[config.mk]
export PLATFORM = sky130hd
export DESIGN_NAME = status_packet_parser_crc16
export DESIGN_NICKNAME = d
export VERILOG_FILES = /design/src/hdl/spp_pkg.sv /design/src/hdl/status_packet_parser_crc16.sv
export SDC_FILE = /design/constraint.sdc
export NUM_CORES = 1
export LEC_CHECK = 0
export BUFFER_PORTS_ARGS = -buffer_cell sky130_fd_sc_hd__buf_2
export CAP_MARGIN = 20
export CORE_MARGIN = 5
export CORE_UTILIZATION = 51
export DETAILED_ROUTE_END_ITERATION = 8
export GPL_TIMING_DRIVEN = 0
export PLACE_DENSITY = 0.73
export SYNTH_ARGS = -nofsm -noshare
export SYNTH_HDL_FRONTEND = slang
export SYNTH_SLANG_ARGS = --single-unit
export TNS_END_PERCENT = 50
[constraint.sdc]
create_clock -name clk -period 3.9 [get_ports clk]
set_input_delay 0.39 -clock clk [delete_from_list [all_inputs] [get_ports clk]]
set_output_delay 0.39 -clock clk [all_outputs]
set_load 0.05 [all_outputs]
[src/hdl/spp_pkg.sv]
package spp_pkg;

  localparam logic [15:0] CRC_POLY     = 16'h8005;
  localparam int          PARAM_BYTES  = 4;
  localparam logic [15:0] PARAM_OFFSET = 16'd9;
  localparam logic [15:0] LAST_SHORT   = 16'd9;   // index of the tenth byte
  localparam logic [15:0] IDX_ID       = 16'd4;
  localparam logic [15:0] IDX_LEN_LO   = 16'd5;
  localparam logic [15:0] IDX_LEN_HI   = 16'd6;
  localparam logic [15:0] IDX_ERR      = 16'd8;

  typedef struct packed {
    logic [7:0] rx_byte;
    logic       end_of_packet;
  } spp_in_t;

  typedef struct packed {
    logic [7:0]  dev_id;
    logic [7:0]  error_byte;
    logic [15:0] length_field;
    logic [31:0] param_value;
    logic [15:0] crc_received;
    logic [15:0] crc_computed;
    logic        crc_ok;
    logic        too_short;
  } spp_out_t;

  // MSB-first CRC-16 update over one byte
  function automatic logic [15:0] crc_byte(input logic [15:0] crc, input logic [7:0] b);
    logic [15:0] c;
    c = crc ^ {b, 8'h00};
    for (int k = 0; k < 8; k++) begin
      if (c[15]) begin
        c = {c[14:0], 1'b0} ^ CRC_POLY;
      end else begin
        c = {c[14:0], 1'b0};
      end
    end
    return c;
  endfunction

endpackage

[src/hdl/status_packet_parser_crc16.sv]
// Status packet parser: takes one byte per transfer and, on the byte flagged
// end_of_packet, gives one result with id, length, error byte, up to four
// little-endian parameter bytes, the received CRC (last two bytes) and a
// CRC-16 (poly 0x8005, init 0) over the rest. A byte is taken every cycle;
// the input stalls only while a result waits and the output is stalled. The
// whole CRC update and field capture sit between the state registers and the
// result register, so the result appears in the cycle after the last byte.
module status_packet_parser_crc16
  import spp_pkg::*;
(
  input  logic     clk,
  input  logic     rst,
  input  logic     in_valid,
  output logic     in_stall,
  input  spp_in_t  in_data,
  output logic     out_valid,
  input  logic     out_stall,
  output spp_out_t out_data
);

  logic [15:0] byte_index, byte_index_next;
  logic [15:0] crc_running, crc_running_next;
  logic [7:0]  held0, held0_next, held1, held1_next;
  logic [1:0]  held_count, held_count_next;
  logic [7:0]  id_seen, id_seen_next;
  logic [7:0]  error_seen, error_seen_next;
  logic [15:0] length_seen, length_seen_next;
  logic [31:0] param_accum, param_accum_next;

  logic        in_xfer;
  logic [15:0] n, count;
  logic [15:0] rx_crc;
  spp_out_t    res;

  assign in_stall = out_valid & out_stall;
  assign in_xfer  = in_valid & ~in_stall;

  always_comb begin
    byte_index_next  = byte_index;
    crc_running_next = crc_running;
    held0_next       = held0;
    held1_next       = held1;
    held_count_next  = held_count;
    id_seen_next     = id_seen;
    error_seen_next  = error_seen;
    length_seen_next = length_seen;
    param_accum_next = param_accum;
    n     = byte_index - PARAM_OFFSET;
    count = (length_seen >= 16'd4) ? length_seen - 16'd4 : 16'd0;

    // two-byte delay line: the byte leaving it enters the CRC
    if (held_count == 2'd2) begin
      crc_running_next = crc_byte(crc_running, held0);
      held0_next       = held1;
      held1_next       = in_data.rx_byte;
    end else begin
      if (held_count[0]) begin
        held1_next = in_data.rx_byte;
      end else begin
        held0_next = in_data.rx_byte;
      end
      held_count_next = held_count + 2'd1;
    end

    if (byte_index == IDX_ID) begin
      id_seen_next = in_data.rx_byte;
    end else if (byte_index == IDX_LEN_LO) begin
      length_seen_next[7:0] = in_data.rx_byte;
    end else if (byte_index == IDX_LEN_HI) begin
      length_seen_next[15:8] = in_data.rx_byte;
    end else if (byte_index == IDX_ERR) begin
      error_seen_next = in_data.rx_byte;
    end else if (byte_index >= PARAM_OFFSET) begin
      if (n < count && n < 16'(PARAM_BYTES) && n < 16'd4) begin
        param_accum_next[8*n[1:0] +: 8] = in_data.rx_byte;
      end
    end

    if (byte_index != 16'hFFFF) begin
      byte_index_next = byte_index + 16'd1;
    end

    if (held_count_next == 2'd2) begin
      rx_crc = {held1_next, held0_next};
    end else begin
      rx_crc = {held0_next, 8'h00};
    end

    res.dev_id       = id_seen_next;
    res.error_byte   = error_seen_next;
    res.length_field = length_seen_next;
    res.param_value  = param_accum_next;
    res.crc_received = rx_crc;
    res.crc_computed = crc_running_next;
    res.crc_ok       = (rx_crc == crc_running_next);
    res.too_short    = (byte_index <= LAST_SHORT);
  end

  always_ff @(posedge clk) begin
    if (rst || (in_xfer && in_data.end_of_packet)) begin
      byte_index  <= '0;
      crc_running <= '0;
      held0       <= '0;
      held1       <= '0;
      held_count  <= '0;
      id_seen     <= '0;
      error_seen  <= '0;
      length_seen <= '0;
      param_accum <= '0;
    end else if (in_xfer) begin
      byte_index  <= byte_index_next;
      crc_running <= crc_running_next;
      held0       <= held0_next;
      held1       <= held1_next;
      held_count  <= held_count_next;
      id_seen     <= id_seen_next;
      error_seen  <= error_seen_next;
      length_seen <= length_seen_next;
      param_accum <= param_accum_next;
    end
  end

  always_ff @(posedge clk) begin
    if (rst) begin
      out_valid <= 1'b0;
    end else if (in_xfer && in_data.end_of_packet) begin
      out_valid <= 1'b1;
    end else if (!out_stall) begin
      out_valid <= 1'b0;
    end
  end

  always_ff @(posedge clk) begin
    if (in_xfer && in_data.end_of_packet) begin
      out_data <= res;
    end
  end

`ifndef SYNTH
  a_clear_after_last: assert property (@(posedge clk) disable iff (rst)
    (in_xfer && in_data.end_of_packet) |=> (byte_index == 16'd0 && held_count == 2'd0))
    else $error("state not cleared after last byte");

  a_result_source: assert property (@(posedge clk) disable iff (rst)
    $rose(out_valid) |-> $past(in_xfer && in_data.end_of_packet))
    else $error("result without a last byte");

  a_held_range: assert property (@(posedge clk) disable iff (rst)
    in_xfer |-> (held_count != 2'd3))
    else $error("delay line count out of range");

  a_crc_flag: assert property (@(posedge clk) disable iff (rst)
    out_valid |-> (out_data.crc_ok == (out_data.crc_received == out_data.crc_computed)))
    else $error("crc_ok disagrees with CRC fields");
`endif

endmodule

==> flow_summary_export.csv <==
group,metric,value,unit
run_status,outcome,"finished with violations",
run_status,failed_checks,"setup timing",
grt,antenna_found_initial,0,
drt,wirelength,28.49,mm
setup_path,worstPathRequired,4.16,ns
sta,finalSetupViolations,8,
placed_design,port_buffers,110,
placed_design,place.detailed.hpwl,20.00,mm
grt,grt_pass1_wl,44.76,mm
sta,rsz0062_at_grt,"yes",
drt,avgViaCountPerCell,5.649,
yosys,synthCells,1105,
die,fp.dieW,155.2,um
setup_path,crit_chain,"or4_4, nor2_4, nand2_2, or4_4, nor3_2, a21oi_2, ha_1, nand4_1, nor4_2, nor4b_2, nand4bb_1, nor4_4, buf_6, buf_6, nand2_8, mux2_4",
grt,grt_max_degree,47,
setup_path,critPathSlowestCell,"or4_4",
placed_design,placed_area,0.01169,mm2
sta,clock_skew,0.01451,ns
yosys,syn_area,0.01075,mm2
setup_path,path_class,"register to register",
final_layout,fin_area,0.01281,mm2
yosys,synth_nets,1144,
final_layout,fin_cells,1541,
sta,setup_slack,-0.04408,ns
setup_path,end_kind,"register",
sta,hold_violations,0,
final_layout,drive_above_1_share,22.27,%
drt,drt_iter0_drc,623,
yosys,ys.warnings.count,0,
final_layout,final_nets,1287,
cts,clockBufferDepth,3,
die,ios,113,
cts,cts-buffers-inserted,24,
sta,fmax,253.5,MHz
cts,clock_latency,0.52,ns
final_layout,seqCellArea,0.005254,mm2
yosys,ys_seq_area_share,48.77,%
setup_path,cp_slowest_stage_delay,0.54,ns
die,num_rows,53,
final_layout,areaGrowthSynthToFinish,19.13,%
placed_design,post-place-cells,1492,
sta,finalCriticalPeriod,3.944,ns
cts,cts_root_buf,"clkbuf_16",
final_layout,multi_input_area,0.005355,mm2
yosys,syn_area_per_cell,9.732,um2
drt,vias,8705,
grt,grt_overflow,0,
flow_run,maxCapViolations,0,
drt,ant_nets,0,
yosys,ys_ff_latch,213,
grt,grtUsageTotal,22.92,%
sta,final_max_slew_viol_count,0,
cts,cts_sinks,213,
drt,drtPass1Iterations,7,
placed_design,place_ws,-1.017,ns
die,dieArea,0.02409,mm2
yosys,synthFlopType,"dfxtp_1",
drt,drc_errors,0,
placed_design,gp_congestion,0.9559,
sta,worst_pin_slew,0.7455,ns
power,power,5.479,mW
cts,cts_hold_buffers,0,
power,powerDensity,427.7,mW/mm2
worst_hold_path,hold_path_class,"input port to register",
grt,first_global_vias,8426,
drt,post_drt_wl_per_cell,18.49,um
sta,tns,-0.1902,ns
power,power.leakage,4.991,nW
final_layout,nFillCells,1733,
cts,htreeDepth,1,
sta,period_share,101.1,%
setup_path,worstPathArrival,4.21,ns
power,peakVddDrop,278.3,uV
cts,path_clk_slew,0.06,ns
yosys,async_reset_ff_share,0,%
sta,slew_headroom,50.30,%
die,start_util,51.48,%
die,die_h,155.2,um
yosys,synth_edf_count,98,
yosys,synthDistinctLibCells,56,
cts,cts_tree,"yes",
setup_path,critPathMaxFanout,8,
final_layout,diodes,0,
setup_path,startpoint_type,"register",
die,core,0.02089,mm2
==> flip-flops by register name, indices dropped and copies added (netlist names) <==
register     flops
held_count       2
crc_running     16
error_seen       8
held1            8
out_valid        1
out_data        98
id_seen          8
length_seen     16
param_accum     32
byte_index      16
held0            8
==> critical path, delay by kind of cell (launching register included) <==
| family | cells | cell delay (ns) |
|---|---|---|
| buffers and inverters | 2 | 0.34 |
| adders and majority gates | 1 | 0.28 |
| AOI/OAI and AO/OA | 1 | 0.05 |
| DFF | 1 | 0.34 |
| and+or+nand+nor | 11 | 2.34 |
| muxes | 1 | 0.32 |
==> cells in the mapped netlist, types with 13 or more instances <==
cell type,number,area [um2]
edfxtp_1,98,2943
nor3_1,18,90.09
a21oi_1,87,435.4
mux2i_1,43,430.4
nand2_1,207,777.0
mux2_2,64,720.7
xor2_1,18,157.7
ha_1,26,325.3
xnor2_1,43,376.6
inv_1,33,123.9
nor2_1,59,221.5
o21ai_0,35,175.2
clkbuf_1,61,229.0
nand2b_1,13,81.33
dfxtp_1,115,2302
nand3_1,15,75.07
and2_1,31,193.9
a211oi_1,19,142.6
==> cell families (layout without fill, tap and decap cells) <==
family                     Yosys count  after routing  share of synthesized area, %
AOI/OAI and AO/OA                  189            189                         10.81
xor gates and xnor gates            64             64                         5.596
adders and majority gates           26             26                         3.025
buffers and inverters              100            261                         3.490
DFF                                213            213                         48.77
muxes                              107            107                         10.70
and+or+nand+nor                    406            406                         17.60
==> layer usage <==
metal / global-route usage, % / part of all wire [%] / vias up
li1: - / - / 4202
met1: 31.51 / 44 / 4166
met2: 38.29 / 47 / 285
met3: 2.976 / 6.2 / 52
met4: 6.461 / 2.4 / 0
met5: 0 / 0 / -
==> layout by cell type (no fill, tap or decap), types with 18 or more instances in the layout <==
cell type / n
buf_2: 110
nor2_1: 58
xor2_1: 18
mux2_2: 62
xnor2_1: 43
nand2_1: 201
dfxtp_1: 110
clkbuf_1: 53
edfxtp_1: 98
o21ai_0: 34
inv_1: 31
clkbuf_16: 26
ha_1: 24
a21oi_1: 85
a211oi_1: 18
mux2i_1: 43
and2_1: 31
==> power by group <==
group          leakage [nW]  total, mW  internal (mW)  switching (mW)
Combinational          2.76      0.811          0.241           0.570
Sequential             1.85       2.44           2.40          0.0363
Clock                 0.378       2.23           1.33           0.901
Total                  4.99       5.48           3.97            1.51
==> repair_timing <==
| item | in CTS | in global routing |
|---|---|---|
| pin swaps | 6 | 7 |
| setup endpoints to repair | 65 | 65 |
| resized for setup | 53 | 21 |
| buffers inserted | 7 | 4 |
==> cell type report <==
class                      instances  area share, %
sequential                       213          41.01
multi-input combinational        792          41.80
clock inverter                     9         0.7032
buffer                            59          1.904
clock buffer                      35          5.499
tap                              275          2.686
timing repair buffer             123          5.313
inverter                          35          1.084
==> final timing paths <==
kind / from / to / slack (ns) / depth (start not counted)
max: length_seen[5] / out_data[55] / -0.04 / 16
max reg2reg: length_seen[5] / out_data[55] / -0.04 / 16
min: rst / out_valid / 0.07 / 2
min reg2reg: id_seen[2] / id_seen[2] / 0.45 / 2
==> stage by stage <==
step | hold WS, ns | utilization [%]
2_1_floorplan | 0.4329 | -
3_3_place_gp | 0.4375 | 55.78
3_5_place_dp | 0.4466 | 55.97
4_1_cts | 0.05004 | 60.90
5_1_grt | 0.06374 | 61.33
6_report | 0.06889 | 61.33
(Power assumes the default switching activity.)
